==> src/rtl/wrol_pkg.sv <==
// wrol_pkg: shared types and constants for the write ring offset locator
// no dependencies; imported by wrol_ctrl, wrol_dp and write_ring_offset_locator
package wrol_pkg;

    localparam int SLOTS_DEF = 10;

    localparam int REQ_W    = 2;
    localparam int HANDLE_W = 32;
    localparam int SIZE_W   = 16;
    localparam int POS_W    = 20;
    localparam int CIDX_W   = 8;
    localparam int SLOT_W   = 4;

    localparam logic [REQ_W-1:0] REQ_ADD    = 2'd0;
    localparam logic [REQ_W-1:0] REQ_FIND   = 2'd1;
    localparam logic [REQ_W-1:0] REQ_SEEK   = 2'd2;
    localparam logic [REQ_W-1:0] REQ_STATUS = 2'd3;

    typedef struct packed {
        logic [REQ_W-1:0]    req_type;
        logic [HANDLE_W-1:0] new_handle;
        logic [SIZE_W-1:0]   new_size;
        logic [POS_W-1:0]    find_offset;
        logic [CIDX_W-1:0]   cmd_index;
        logic [SIZE_W-1:0]   cmd_offset;
    } wrol_in_t;

    typedef struct packed {
        logic                found;
        logic [SLOT_W-1:0]   slot_index;
        logic [HANDLE_W-1:0] found_handle;
        logic [SIZE_W-1:0]   byte_in_entry;
        logic [POS_W-1:0]    position;
        logic [POS_W-1:0]    total_bytes;
        logic                is_full;
    } wrol_out_t;

    // controller to datapath
    typedef struct packed {
        logic load;
        logic step;
        logic emit;
    } wrol_cmd_t;

    // datapath to controller
    typedef struct packed {
        logic walk_done;
        logic out_free;
    } wrol_stat_t;

endpackage

==> src/rtl/wrol_ctrl.sv <==
// wrol_ctrl: sequencer for the write ring offset locator
// depends on wrol_pkg; drives wrol_dp through command/status structs
module wrol_ctrl (
    input  logic                aclk,
    input  logic                aresetn,
    input  logic                s_valid,
    output logic                s_ready,
    input  wrol_pkg::wrol_stat_t stat,
    output wrol_pkg::wrol_cmd_t  cmd
);
    import wrol_pkg::*;

    localparam logic [1:0] ST_IDLE = 2'd0;
    localparam logic [1:0] ST_WALK = 2'd1;
    localparam logic [1:0] ST_HOLD = 2'd2;

    logic [1:0] state_reg;
    logic [1:0] state_next;

    assign s_ready  = (state_reg == ST_IDLE);
    assign cmd.load = s_valid && s_ready;
    assign cmd.step = (state_reg == ST_WALK);
    assign cmd.emit = (state_reg == ST_HOLD) && stat.out_free;

    always_comb begin
        state_next = state_reg;
        case (state_reg)
            ST_IDLE: begin
                if (cmd.load) begin
                    state_next = ST_WALK;
                end
            end
            ST_WALK: begin
                if (stat.walk_done) begin
                    state_next = ST_HOLD;
                end
            end
            ST_HOLD: begin
                if (stat.out_free) begin
                    state_next = ST_IDLE;
                end
            end
            default: begin
                state_next = ST_IDLE;
            end
        endcase
    end

    always_ff @(posedge aclk) begin
        if (!aresetn) begin
            state_reg <= ST_IDLE;
        end else begin
            state_reg <= state_next;
        end
    end

    a_walk_ends_in_hold: assert property (@(posedge aclk) disable iff (!aresetn)
        (cmd.step && stat.walk_done) |=> (state_reg == ST_HOLD))
        else $error("walk finished without moving to hold");

endmodule

==> src/rtl/wrol_dp.sv <==
// wrol_dp: record file, ring pointers, walk registers and result register
// depends on wrol_pkg; sequenced by wrol_ctrl
module wrol_dp #(
    parameter int SLOTS = wrol_pkg::SLOTS_DEF
) (
    input  logic                 aclk,
    input  logic                 aresetn,
    input  wrol_pkg::wrol_cmd_t  cmd,
    output wrol_pkg::wrol_stat_t stat,
    input  wrol_pkg::wrol_in_t   s_data,
    output logic                 m_valid,
    input  logic                 m_ready,
    output wrol_pkg::wrol_out_t  m_data
);
    import wrol_pkg::*;

    localparam int IDX_W = $clog2(SLOTS);
    localparam logic [IDX_W-1:0] LAST_SLOT = IDX_W'(SLOTS - 1);

    logic [HANDLE_W-1:0] handle_arr [SLOTS];
    logic [SIZE_W-1:0]   size_arr   [SLOTS];

    logic [IDX_W-1:0] wp_reg, wp_next;
    logic [IDX_W-1:0] op_reg, op_next;
    logic             full_reg;
    logic [POS_W-1:0] total_reg;

    wrol_in_t         req_reg;
    logic [IDX_W-1:0] slot_reg;
    logic [IDX_W-1:0] cnt_reg;
    logic [POS_W-1:0] rem_reg;
    logic [POS_W-1:0] acc_reg;

    logic                res_found_reg;
    logic [SLOT_W-1:0]   res_slot_reg;
    logic [HANDLE_W-1:0] res_handle_reg;
    logic [SIZE_W-1:0]   res_byte_reg;
    logic [POS_W-1:0]    res_pos_reg;

    logic      m_valid_reg;
    wrol_out_t m_data_reg;

    logic [HANDLE_W-1:0] rd_handle;
    logic [SIZE_W-1:0]   rd_size;
    logic                walk_done;
    logic                walk_found;
    logic                find_hit;
    logic                seek_in_range;
    logic                seek_at_idx;
    logic                seek_ok;
    logic [IDX_W-1:0]    slot_inc;

    assign rd_handle = handle_arr[slot_reg];
    assign rd_size   = size_arr[slot_reg];
    assign slot_inc  = (slot_reg == LAST_SLOT) ? '0 : slot_reg + 1'b1;

    assign find_hit      = {{(POS_W-SIZE_W){1'b0}}, rd_size} > rem_reg;
    assign seek_in_range = req_reg.cmd_index < CIDX_W'(SLOTS);
    assign seek_at_idx   = {{(CIDX_W-IDX_W){1'b0}}, cnt_reg} == req_reg.cmd_index;
    assign seek_ok       = (rd_handle != '0) && (rd_size > req_reg.cmd_offset);

    always_comb begin
        walk_done  = 1'b1;
        walk_found = 1'b0;
        case (req_reg.req_type)
            REQ_FIND: begin
                walk_done  = find_hit || (cnt_reg == LAST_SLOT);
                walk_found = find_hit;
            end
            REQ_SEEK: begin
                if (seek_in_range) begin
                    walk_done  = seek_at_idx;
                    walk_found = seek_at_idx && seek_ok;
                end
            end
            default: begin
                walk_done  = 1'b1;
                walk_found = 1'b0;
            end
        endcase
    end

    // ring pointer update for an add
    always_comb begin
        wp_next = (wp_reg == LAST_SLOT) ? '0 : wp_reg + 1'b1;
        op_next = op_reg;
        if (full_reg) begin
            op_next = (op_reg == LAST_SLOT) ? '0 : op_reg + 1'b1;
        end
    end

    assign stat.walk_done = walk_done;
    assign stat.out_free  = !m_valid_reg || m_ready;

    // record file, pointers and running total
    always_ff @(posedge aclk) begin
        if (!aresetn) begin
            for (int i = 0; i < SLOTS; i++) begin
                handle_arr[i] <= '0;
                size_arr[i]   <= '0;
            end
            wp_reg    <= '0;
            op_reg    <= '0;
            full_reg  <= 1'b0;
            total_reg <= '0;
        end else if (cmd.step && (req_reg.req_type == REQ_ADD)) begin
            // slot_reg points at the write slot during an add
            handle_arr[wp_reg] <= req_reg.new_handle;
            size_arr[wp_reg]   <= req_reg.new_size;
            wp_reg    <= wp_next;
            op_reg    <= op_next;
            full_reg  <= (wp_next == op_next);
            total_reg <= total_reg - {{(POS_W-SIZE_W){1'b0}}, rd_size}
                         + {{(POS_W-SIZE_W){1'b0}}, req_reg.new_size};
        end
    end

    // walk registers
    always_ff @(posedge aclk) begin
        if (cmd.load) begin
            req_reg  <= s_data;
            slot_reg <= (s_data.req_type == REQ_ADD) ? wp_reg : op_reg;
            cnt_reg  <= '0;
            rem_reg  <= s_data.find_offset;
            acc_reg  <= '0;
        end else if (cmd.step) begin
            slot_reg <= slot_inc;
            cnt_reg  <= cnt_reg + 1'b1;
            rem_reg  <= rem_reg - {{(POS_W-SIZE_W){1'b0}}, rd_size};
            acc_reg  <= acc_reg + {{(POS_W-SIZE_W){1'b0}}, rd_size};
        end
    end

    // result staging, zero when nothing located
    always_ff @(posedge aclk) begin
        if (cmd.step && walk_done) begin
            res_found_reg  <= walk_found;
            res_slot_reg   <= '0;
            res_handle_reg <= '0;
            res_byte_reg   <= '0;
            res_pos_reg    <= '0;
            if (walk_found) begin
                res_slot_reg   <= SLOT_W'(slot_reg);
                res_handle_reg <= rd_handle;
                if (req_reg.req_type == REQ_SEEK) begin
                    res_byte_reg <= req_reg.cmd_offset;
                    res_pos_reg  <= acc_reg
                                    + {{(POS_W-SIZE_W){1'b0}}, req_reg.cmd_offset};
                end else begin
                    res_byte_reg <= rem_reg[SIZE_W-1:0];
                end
            end
        end
    end

    // output register
    always_ff @(posedge aclk) begin
        if (!aresetn) begin
            m_valid_reg <= 1'b0;
        end else if (cmd.emit) begin
            m_valid_reg <= 1'b1;
        end else if (m_ready) begin
            m_valid_reg <= 1'b0;
        end
    end

    always_ff @(posedge aclk) begin
        if (cmd.emit) begin
            m_data_reg.found         <= res_found_reg;
            m_data_reg.slot_index    <= res_slot_reg;
            m_data_reg.found_handle  <= res_handle_reg;
            m_data_reg.byte_in_entry <= res_byte_reg;
            m_data_reg.position      <= res_pos_reg;
            m_data_reg.total_bytes   <= total_reg;
            m_data_reg.is_full       <= full_reg;
        end
    end

    assign m_valid = m_valid_reg;
    assign m_data  = m_data_reg;

    a_ptr_range: assert property (@(posedge aclk) disable iff (!aresetn)
        (wp_reg <= LAST_SLOT) && (op_reg <= LAST_SLOT))
        else $error("ring pointer out of range");

    a_full_ptrs: assert property (@(posedge aclk) disable iff (!aresetn)
        full_reg |-> (wp_reg == op_reg))
        else $error("full ring with pointers apart");

    a_miss_zero: assert property (@(posedge aclk) disable iff (!aresetn)
        (m_valid_reg && !m_data_reg.found) |->
            (m_data_reg.slot_index == '0) && (m_data_reg.found_handle == '0)
            && (m_data_reg.byte_in_entry == '0) && (m_data_reg.position == '0))
        else $error("miss result carries nonzero fields");

endmodule

==> src/rtl/write_ring_offset_locator.sv <==
// write_ring_offset_locator: top level, ring of write records with offset lookup
// depends on wrol_pkg, wrol_ctrl and wrol_dp
//
//   channel | ports                      | payload
//   --------+----------------------------+-----------------------------
//   request | s_valid, s_ready, s_data   | wrol_in_t (req_type ... cmd_offset)
//   result  | m_valid, m_ready, m_data   | wrol_out_t (found ... is_full)
//
// one request at a time: accept, walk, then hold until the output register is free and load it
// add and status visit one record; find visits 1 to SLOTS records; seek visits cmd_index+1
// (one when the index is out of range); the walk goes through the record file
// at one slot per cycle
// synchronous active-low reset clears all records, both pointers, the total and full flag
// a new request is taken while a result waits; the block holds its next result until taken
module write_ring_offset_locator #(
    parameter int SLOTS = wrol_pkg::SLOTS_DEF
) (
    input  logic                aclk,
    input  logic                aresetn,
    input  logic                s_valid,
    output logic                s_ready,
    input  wrol_pkg::wrol_in_t  s_data,
    output logic                m_valid,
    input  logic                m_ready,
    output wrol_pkg::wrol_out_t m_data
);
    import wrol_pkg::*;

    wrol_cmd_t  cmd;
    wrol_stat_t stat;

    wrol_ctrl u_ctrl (
        .aclk    (aclk),
        .aresetn (aresetn),
        .s_valid (s_valid),
        .s_ready (s_ready),
        .stat    (stat),
        .cmd     (cmd)
    );

    wrol_dp #(
        .SLOTS (SLOTS)
    ) u_dp (
        .aclk    (aclk),
        .aresetn (aresetn),
        .cmd     (cmd),
        .stat    (stat),
        .s_data  (s_data),
        .m_valid (m_valid),
        .m_ready (m_ready),
        .m_data  (m_data)
    );

endmodule
==> config.mk <==
export PLATFORM = sky130hd
export DESIGN_NAME = write_ring_offset_locator
export DESIGN_NICKNAME = d
export VERILOG_FILES = /design/src/rtl/wrol_pkg.sv /design/src/rtl/wrol_ctrl.sv /design/src/rtl/wrol_dp.sv /design/src/rtl/write_ring_offset_locator.sv
export SDC_FILE = /design/constraint.sdc
export NUM_CORES = 1
export LEC_CHECK = 0
export ABC_CLOCK_PERIOD_IN_PS = 15180
export BUFFER_PORTS_ARGS = -buffer_cell sky130_fd_sc_hd__buf_2
export CAP_MARGIN = 10
export CORE_MARGIN = 2
export CORE_UTILIZATION = 50
export DETAILED_ROUTE_END_ITERATION = 7
export PLACE_DENSITY = 0.73
export SLEW_MARGIN = 20
export SYNTH_ARGS = -nofsm -noshare
export SYNTH_HDL_FRONTEND = slang
export SYNTH_HIERARCHICAL = 1
export SYNTH_SLANG_ARGS = --single-unit
==> constraint.sdc <==
create_clock -name aclk -period 15.18 [get_ports aclk]
set_input_delay 0 -clock aclk [delete_from_list [all_inputs] [get_ports aclk]]
set_output_delay 0 -clock aclk [all_outputs]
set_load 0.02 [all_outputs]
; Word level (Yosys, flattened, before mapping)
; Memory sizes are Yosys's and may differ from the RTL's. A register that Yosys moved wholly into a read port is not among the register bits.
; Index checks and enable logic that the tools add are counted.
[totals]
register_bits = 321
ramBits = 480
inputBits = 98
out_inout_bits = 96
word_cells = 105
n_memories = 2
[mem_list]
columns = memory, words, word_bits, read_ports, rd_ports_with_merged_regs, write_ports, line
row1 = u_dp.handle_arr, 10, 32, 1, 1, 10, wrol_dp.sv:20  ; logic [HANDLE_W-1:0] handle_arr [SLOTS];
row2 = u_dp.size_arr, 10, 16, 1, 1, 10, wrol_dp.sv:21  ; logic [SIZE_W-1:0] size_arr [SLOTS];
[classes]
n_addsub = 9
order_cmp = 3
eq_ne = 13
n_mux = 32
reduce_logical = 19
[ops]
columns = op, n
row1 = adder 20 x 16 -> 20 bit, 3
row2 = 2-to-1 mux 4 bit, 11
row3 = 2-to-1 mux 20 bit, 2
row4 = subtractor 20 x 16 -> 20 bit, 2
row5 = 2-to-1 mux 16 bit, 2
row6 = 2-to-1 mux 32 bit, 1
row7 = nonzero test 32 bit, 1
row8 = OR reduction 32 bit, 1
row9 = > comparator 16 x 20 -> 1 bit, 1
row10 = adder 4 x 1 -> 4 bit (second input constant), 4
row11 = == test 4 bit (second input constant), 4
row12 = > comparator 16 bit, 1
row13 = OR reduction 16 bit, 1
row14 = 2-to-1 mux 1 bit, 10
row15 = == test 4 x 8 -> 1 bit, 1
row16 = < comparator 8 x 4 -> 1 bit (second input constant), 1
row17 = logical AND 1 bit, 6
row18 = logical NOT 2 bit, 3
row19 = 2-to-1 mux 2 bit, 3
row20 = case mux 2 bit (3 select lines), 1
row21 = == test 2 x 1 -> 1 bit (second input constant), 2
row22 = == test 2 bit (second input constant), 2
row23 = == test 4 bit, 1
row24 = inequality test 2 bit (second input constant), 2
row25 = other kinds (7), 10

; Longest topological paths before layout
; Gate-level depths: netlist of run 1.
[logic_depth]
depth_word = 7
depth_mapped = 22
ltp_nobuf = 15

; Modules after synthesis
; Netlist of run 1, hierarchy kept.
[by_module_without_submodules]
columns = mod, instances, cells_per_inst, area_each_um2, seq_area_each_um2
row1 = wrol_dp, 1, 3121, 47199.0, 32180.9
row2 = wrol_ctrl, 1, 12, 105.1, 40.0

; Least setup slack after synthesis of run 1
; OpenSTA, ideal clock, no wires.
[synth_path]
kind = reg-to-reg
from = register (tool-made name)
to = register u_dp.res_byte_reg[0] (enable)
setup_ns = 0.439
t_arrival_ns = 6.615
t_required_ns = 14.741
path_slack_ns = 8.127
stages_incl_launch_ff = 20
n_path_buf = 7
synth_period_minus_slack_ns = 7.053
path_cell_list = dfxtp_1 -> buf_4 -> buf_6 -> buf_6 -> buf_4 -> buf_4 -> buf_1 -> buf_2 -> mux4_2 -> mux4_2 -> inv_1 -> ha_1 -> o21a_1 -> o21ai_0 -> nor2_1 -> a2111oi_0 -> o31ai_1 -> a21oi_1 -> or4_1 -> and2_1
[synth_rtl]
columns = element, line
row1 = to (signal assigned), wrol_dp.sv:146  ; res_byte_reg <= req_reg.cmd_offset;
row2 = to (signal assigned), wrol_dp.sv:150  ; res_byte_reg <= rem_reg[SIZE_W-1:0];
row3 = to (decl), wrol_dp.sv:37  ; logic [SIZE_W-1:0] res_byte_reg;

==> flow_metrics.env, run 1 <==
export IMPL_status="completed"
export IMPL_layout_min_cycle_time_ps=6590
export IMPL_core_region_um2=93600
export IMPL_worstSkewPairLatency_ps=690
export IMPL_die_h_um=312
export IMPL_power_report_internal_total_mw=5.93
export IMPL_setup_total_negative_slack_ps=0
export IMPL_synth_enable_flop_cells=1033
export IMPL_synth_fp_nets=3339
export IMPL_power_clock_fraction=0.312
export IMPL_drt_first_iter_violations=3725
export IMPL_wire_length_per_cell_um=25.5
export IMPL_r2r_cells=14
export IMPL_maxSlewViolCount=0
export IMPL_largest_register_ff_count=512
export IMPL_post_dp_cell_area_um2=49700
export IMPL_postCtsSetupBuffers=0
export IMPL_power_static_leakage_nw=19.8
export IMPL_die_width_um=312
export IMPL_slew_headroom=0.271
export IMPL_sequentialPowerShare=0.426
export IMPL_power_share_switching=0.301
export IMPL_power_net_switching_mw=2.55
export IMPL_antenna_cells_inserted=0
export IMPL_route_met2_wl_um=57200
export IMPL_globalplace_congestion=0.880
export IMPL_worstSetupEndpointType="flip-flop"
export IMPL_worstMarginPinSlew_ps=1090
export IMPL_tritoncts="built"
export IMPL_syn_cell_area_um2=47300
export IMPL_worst_path_max_fanout=59
export IMPL_postSynthCellCount=3133
export IMPL_worst_hold_path_num_cells=2
export IMPL_setup_viol=0
export IMPL_cts_buffers=105
export IMPL_start_util=0.505
export IMPL_cts_sinks=1093
export IMPL_met1Wirelength_um=48000
export IMPL_clock_root_buffer="sky130_fd_sc_hd__clkbuf_16"
export IMPL_part_of_the_power_in_combinational_logic=0.262
export IMPL_first_pass_grt_wire_length_um=178000
export IMPL_nFillCells=7028
export IMPL_synth_yosys_seq_area_share=0.681
export IMPL_pin_count=194
export IMPL_async_reset_ff_frac=0
export IMPL_postRouteWirelength_um=122000
export IMPL_cp_data_arrival_time_ps=6890
export IMPL_hold_path_end="u_dp/req_reg[74]"
export IMPL_grt_overall_usage=0.247
export IMPL_final_area_um2=54200
export IMPL_finalCritPeriodShare=0.434
export IMPL_detail_route_first_pass_iterations=6
export IMPL_top_layer_used="met5"
export IMPL_post_drt_via_cell_ratio=5.98
export IMPL_worst_clock_skew_ps=28.6
export IMPL_detailroute_wirelength_met3_um=13000
export IMPL_ir_worst_vdd_v=0.000104
export IMPL_hp_class="in2reg"
export IMPL_first_global_vias=27700
export IMPL_grt_setup_unrepaired="no"
export IMPL_yosys_warnings=6
export IMPL_hold_violations=0
export IMPL_fin_ws_ps=8590
export IMPL_max_clock_freq_mhz=152
export IMPL_port_buffers=193
export IMPL_layout_drive_gt1_share=0.182
export IMPL_area_added_between_synthesis_and_finish_pct=14.6
export IMPL_grt_max_degree=74
export IMPL_min_from="s_data[74]"
export IMPL_place_ws_ps=8460
export IMPL_worst_r2r_setup_slack_ps=8590
export IMPL_netlist_cell_type_count=71
export IMPL_detailed_place_hpwl_um=69300
export IMPL_route_detailed_drc=0
export IMPL_overall_die_area_um2=97100
export IMPL_post_cts_resize_count=0
export IMPL_cts_max_path_buffers=3
export IMPL_detail_route_antenna_nets=0
export IMPL_htreeDepth=3
export IMPL_worst_setup_hold_path_clk_slew_ps=60
export IMPL_syn_area_per_cell_um2=15.1
export IMPL_row_count=112
export IMPL_ys_flop_type="sky130_fd_sc_hd__edfxtp_1"
export IMPL_pwr_density_cell_nw_per_um2=157
export IMPL_overflow=0
export IMPL_post_cts_hold_buffer_count=104
export IMPL_worst_setup_path_start_kind="flip-flop"
export IMPL_total_power_mw=8.49
export IMPL_synthesis_stage_register_bit_count=1093
export IMPL_finish_net_count=3627
export IMPL_detailroute_via_count=28500
export IMPL_cp_data_required_time_ps=15470
export IMPL_r2r_end="u_dp/res_handle_reg[20]"
export IMPL_number_of_antenna_violations_at_the_first_check_in_global_routing=3
export IMPL_timing_max_cap_violations=0
export IMPL_worst_path_class_setup="reg2reg"
metal layers:
| layer | vias up | GRT usage |
|---|---|---|
| met2 | 1599 | 0.393 |
| met3 | 225 | 0.0461 |
| met1 | 14300 | 0.347 |
| li1 | 12400 | - |
| met5 | - | 0 |
| met4 | 2 | 0.0778 |
synthesized netlist by cell type (14+ instances only):
library cell,count,area (um^2)
sky130_fd_sc_hd__dfxtp_1,60,1200
sky130_fd_sc_hd__a22oi_1,23,173
sky130_fd_sc_hd__nor2_1,394,1480
sky130_fd_sc_hd__nand2b_1,17,106
sky130_fd_sc_hd__a21o_1,17,128
sky130_fd_sc_hd__xor2_1,31,272
sky130_fd_sc_hd__a221oi_1,35,307
sky130_fd_sc_hd__inv_1,177,664
sky130_fd_sc_hd__clkbuf_1,113,424
sky130_fd_sc_hd__fa_1,19,380
sky130_fd_sc_hd__xnor2_1,38,333
sky130_fd_sc_hd__and3_1,76,475
sky130_fd_sc_hd__mux2i_1,95,951
sky130_fd_sc_hd__nand2_1,149,559
sky130_fd_sc_hd__ha_1,89,1110
sky130_fd_sc_hd__buf_1,19,71.3
sky130_fd_sc_hd__o21ai_0,83,415
sky130_fd_sc_hd__nand4_1,14,87.6
sky130_fd_sc_hd__mux4_2,180,4050
sky130_fd_sc_hd__nor2b_1,30,188
sky130_fd_sc_hd__edfxtp_1,1033,31000
sky130_fd_sc_hd__nor3_1,86,430
sky130_fd_sc_hd__nand3_1,26,130
sky130_fd_sc_hd__and2_1,58,363
sky130_fd_sc_hd__a21oi_1,61,305
worst max-delay path, cell delays in order (launching register included):
cell and delay, ps:
sky130_fd_sc_hd__dfxtp_4 1000, sky130_fd_sc_hd__buf_4 710, sky130_fd_sc_hd__mux4_2 590, sky130_fd_sc_hd__mux4_2 560, sky130_fd_sc_hd__inv_1 90, sky130_fd_sc_hd__ha_1 260, sky130_fd_sc_hd__o21a_1 200, sky130_fd_sc_hd__o21ai_0 410
sky130_fd_sc_hd__nor2_1 120, sky130_fd_sc_hd__a2111oi_0 530, sky130_fd_sc_hd__o31ai_1 240, sky130_fd_sc_hd__a21oi_1 200, sky130_fd_sc_hd__or4_1 180, sky130_fd_sc_hd__and2_4 330, sky130_fd_sc_hd__buf_4 690
power by group through the flow:
stage	logic, mW	clock network, mW	registers [mW]
floorplan	1.65	0	3.60
global placement	2.13	0	3.67
detailed placement	2.16	0	3.68
CTS	2.20	2.68	3.61
global route	2.42	2.79	3.63
finish	2.23	2.65	3.62
how the worst max path moves through the flow:
stage               startpoint                 endpoint  slack [ps]  cells after the start
floorplan            flip-flop     u_dp/res_byte_reg[0]        8130                     19
global placement     flip-flop  u_dp/res_handle_reg[20]        8580                     14
detailed placement   flip-flop  u_dp/res_handle_reg[20]        8460                     14
CTS                  flip-flop  u_dp/res_handle_reg[20]        8450                     14
global route         flip-flop  u_dp/res_handle_reg[20]        8050                     14
finish               flip-flop  u_dp/res_handle_reg[20]        8590                     14
metrics by stage:
stage / hold slack, ps / instances / utilization
6_report: 28.9 / 4764 / 0.579
5_1_grt: 27.9 / 4764 / 0.579
4_1_cts: 1.71 / 4763 / 0.579
3_5_place_dp: 178 / 4463 / 0.530
3_3_place_gp: 176 / 4463 / 0.530
2_1_floorplan: 98.9 / 3133 / -
placed cells by master, fill, tap and decap left out, types with 35 or more instances in the layout:
cell type	synthesis	layout
sky130_fd_sc_hd__xnor2_1	38	38
sky130_fd_sc_hd__a221oi_1	35	35
sky130_fd_sc_hd__dlygate4sd3_1	0	104
sky130_fd_sc_hd__o21ai_0	83	79
sky130_fd_sc_hd__and2_1	58	56
sky130_fd_sc_hd__dfxtp_1	60	57
sky130_fd_sc_hd__clkbuf_16	0	107
sky130_fd_sc_hd__ha_1	89	89
sky130_fd_sc_hd__nand2_1	149	139
sky130_fd_sc_hd__inv_1	177	176
sky130_fd_sc_hd__buf_2	13	193
sky130_fd_sc_hd__and3_1	76	75
sky130_fd_sc_hd__nor2_1	394	386
sky130_fd_sc_hd__a21oi_1	61	61
sky130_fd_sc_hd__nor3_1	86	84
sky130_fd_sc_hd__buf_4	13	51
sky130_fd_sc_hd__mux4_2	180	180
sky130_fd_sc_hd__edfxtp_1	1033	1033
sky130_fd_sc_hd__mux2i_1	95	95
layout make-up:
class,instances,area (um^2),area share
repair buffers,349,2420,0.0446
flip-flops and latches,1093,32200,0.595
clock inverters,66,716,0.0132
well taps,1254,1570,0.0289
multi-input cells,1695,13800,0.255
inverters,177,664,0.0123
clock buffers,130,2770,0.0512
kinds of logic (layout without fill, tap and decap cells):
kind of cell / Yosys count / count (layout) / share of synthesized area
DFF: 1093 / 1093 / 0.681
buffers and inverters: 345 / 722 / 0.0303
xor gates and xnor gates: 69 / 69 / 0.0128
muxes: 283 / 283 / 0.108
AOI/OAI and AO/OA: 342 / 342 / 0.0489
and+or+nand+nor: 893 / 893 / 0.0876
adders and majority gates: 108 / 108 / 0.0316
Note: power is estimated with default switching activity, not from simulation.
==> run 2, diff against run 1 <==
Settings changed: ABC_CLOCK_PERIOD_IN_PS 15180 to 5600, PLACE_DENSITY 0.73 to 0.75.
Clock period 15.18 ns to 5.6 ns, I/O delays scaled along.
==> run 2 against run 1 <==
- count of clock-buffer cells in the layout shrank 7
- combinational power rose to 2.8 times the previous value
- core utilization rose by 0.20 points
- critical path depth decreased by 1
- first-iteration DRC count is 10% lower
- power rose to 2.7 times the previous value
==> flow_metrics.env, run 2 (synthesis gave the netlist of run 1 again) <==
export IMPL_status="completed"
export IMPL_worst_stage_delay_on_the_critical_path_ps=640
export IMPL_area_added_between_synthesis_and_finish_pct=15.0
export IMPL_worst_path_class_setup="reg2reg"
export IMPL_hp_class="in2reg"
export IMPL_pwr_density_cell_nw_per_um2=422
export IMPL_cts_max_path_buffers=3
export IMPL_timing_max_cap_violations=0
export IMPL_total_power_mw=23.0
export IMPL_worst_clock_skew_ps=31.8
export IMPL_power_report_internal_total_mw=15.9
export IMPL_detail_route_antenna_nets=0
export IMPL_critPathSlowestCell="sky130_fd_sc_hd__or4_1"
export IMPL_list_of_cells_traversed_by_the_critical_path="buf_12, mux4_2, mux4_2, fa_1, nor2b_1, o2111ai_1, nand2_1, a2111oi_0, o31ai_2, a21oi_1, or4_1, a2111oi_2, dlygate4sd3_1"
export IMPL_power_clock_fraction=0.301
export IMPL_worst_setup_path_start_kind="flip-flop"
export IMPL_die_h_um=312
export IMPL_slew_headroom=0.233
export IMPL_worst_setup_hold_path_clk_slew_ps=70
export IMPL_max_clock_freq_mhz=188
export IMPL_finish_net_count=3648
export IMPL_cp_data_arrival_time_ps=5940
export IMPL_overall_die_area_um2=97100
export IMPL_post_drt_via_cell_ratio=6.01
export IMPL_tritoncts="built"
export IMPL_sequentialPowerShare=0.424
export IMPL_cts_buffers=103
export IMPL_htreeDepth=3
export IMPL_grt_max_degree=96
export IMPL_row_count=112
export IMPL_worst_path_max_fanout=27
export IMPL_worstMarginPinSlew_ps=1150
export IMPL_grt_overall_usage=0.249
export IMPL_post_dp_cell_area_um2=50000
export IMPL_part_of_the_power_in_combinational_logic=0.275
export IMPL_cp_data_required_time_ps=6210
export IMPL_drt_first_iter_violations=3354
export IMPL_worstPathBufferInverterCount=2
export IMPL_layout_min_cycle_time_ps=5330
export IMPL_overflow=0
export IMPL_place_ws_ps=219
export IMPL_postRouteWirelength_um=122000
export IMPL_globalplace_congestion=0.908
export IMPL_worstSetupEndpointType="flip-flop"
export IMPL_route_detailed_drc=0
export IMPL_clock_root_buffer="sky130_fd_sc_hd__clkbuf_16"
export IMPL_setup_viol=0
export IMPL_first_global_vias=28800
export IMPL_largest_register_ff_count=512
export IMPL_fin_ws_ps=269
export IMPL_grt_setup_unrepaired="no"
export IMPL_final_common_cell="sky130_fd_sc_hd__edfxtp_1"
export IMPL_pin_count=194
export IMPL_power_share_switching=0.307
export IMPL_die_width_um=312
export IMPL_maxSlewViolCount=0
export IMPL_finalCritPeriodShare=0.952
export IMPL_crit_top_cell="sky130_fd_sc_hd__mux4_2"
export IMPL_whs_ps=33.7
export IMPL_hold_violations=0
export IMPL_detailed_place_hpwl_um=73300
export IMPL_detail_route_first_pass_iterations=7
export IMPL_power_static_leakage_nw=19.8
export IMPL_port_buffers=193
export IMPL_wire_length_per_cell_um=25.4
export IMPL_layout_drive_gt1_share=0.187
export IMPL_cts_sinks=1093
export IMPL_start_util=0.505
export IMPL_cp_top_family="compound AO/OA/AOI/OAI gates"
export IMPL_first_pass_grt_wire_length_um=181000
export IMPL_detailroute_via_count=28700
export IMPL_power_net_switching_mw=7.05
export IMPL_number_of_antenna_violations_at_the_first_check_in_global_routing=2
export IMPL_worstSkewPairLatency_ps=680
export IMPL_setup_total_negative_slack_ps=0
export IMPL_final_area_um2=54400
export IMPL_top_library_cells_by_usage_in_the_layout_fill_and_taps_aside="sky130_fd_sc_hd__edfxtp_1 (1033), sky130_fd_sc_hd__nor2_1 (386), sky130_fd_sc_hd__buf_2 (193), sky130_fd_sc_hd__mux4_2 (180), sky130_fd_sc_hd__inv_1 (175)"
export IMPL_ir_worst_vdd_v=0.000284
export IMPL_core_region_um2=93600
[run 2: final cells by class]
type | count | area, um^2
fill | 6979 | 39200
sequential | 1093 | 32200
multi-input combinational | 1696 | 13800
timing repair buffer | 371 | 2760
clock buffer | 123 | 2720
tap | 1254 | 1570
inverter | 177 | 664
clock inverter | 68 | 623
antenna | 3 | 7.51
[run 2: path summary, 6_finish.rpt]
| kind | start | to | slack [ps] | cells after the start |
|---|---|---|---|---|
| max | flip-flop | u_ctrl/state_reg[0] | 270 | 13 |
| min reg2reg | u_dp/res_pos_reg[6] | u_dp/m_data[27] | 410 | 0 |
| min | s_data[61] | u_dp/req_reg[61] | 30 | 2 |
| max reg2reg | flip-flop | u_ctrl/state_reg[0] | 270 | 13 |
[run 2: what timing repair did]
action,CTS,global route
endpoints found under the setup margin,0,74
hold buffers,104,0
setup buffers,0,0
resized for setup,0,4
endpoints found under the hold margin,113,0
[run 2: per-layer routing]
layer	up-vias	global-route usage	share of wire
met2	1702	0.409	0.49
met4	2	0.0874	0.031
met5	-	0	0.000099
li1	12400	-	-
met3	243	0.0545	0.11
met1	14400	0.330	0.37
[run 2: per-stage QoR]
| step | instances | utilization |
|---|---|---|
| 2_1_floorplan | 3133 | - |
| 3_3_place_gp | 4486 | 0.534 |
| 3_5_place_dp | 4486 | 0.534 |
| 4_1_cts | 4781 | 0.581 |
| 5_1_grt | 4783 | 0.581 |
| 6_report | 4785 | 0.581 |
[run 2: worst register-to-register path, cell delays in order, from the launching register on]
cell	delay [ps]
sky130_fd_sc_hd__dfxtp_4	460
sky130_fd_sc_hd__buf_12	270
sky130_fd_sc_hd__mux4_2	540
sky130_fd_sc_hd__mux4_2	590
sky130_fd_sc_hd__fa_1	440
sky130_fd_sc_hd__nor2b_1	170
sky130_fd_sc_hd__o2111ai_1	200
sky130_fd_sc_hd__nand2_1	170
sky130_fd_sc_hd__a2111oi_0	160
sky130_fd_sc_hd__o31ai_2	480
sky130_fd_sc_hd__a21oi_1	160
sky130_fd_sc_hd__or4_1	640
sky130_fd_sc_hd__a2111oi_2	390
sky130_fd_sc_hd__dlygate4sd3_1	590
[run 2: power by group through the flow]
| stage | sequential, mW | combinational (mW) | clock, mW |
|---|---|---|---|
| finish | 9.74 | 6.31 | 6.91 |
| global route | 9.77 | 6.86 | 7.30 |
| CTS | 9.73 | 6.22 | 6.99 |
| detailed placement | 9.90 | 6.11 | 0 |
| global placement | 9.89 | 6.04 | 0 |
| floorplan | 9.76 | 4.47 | 0 |
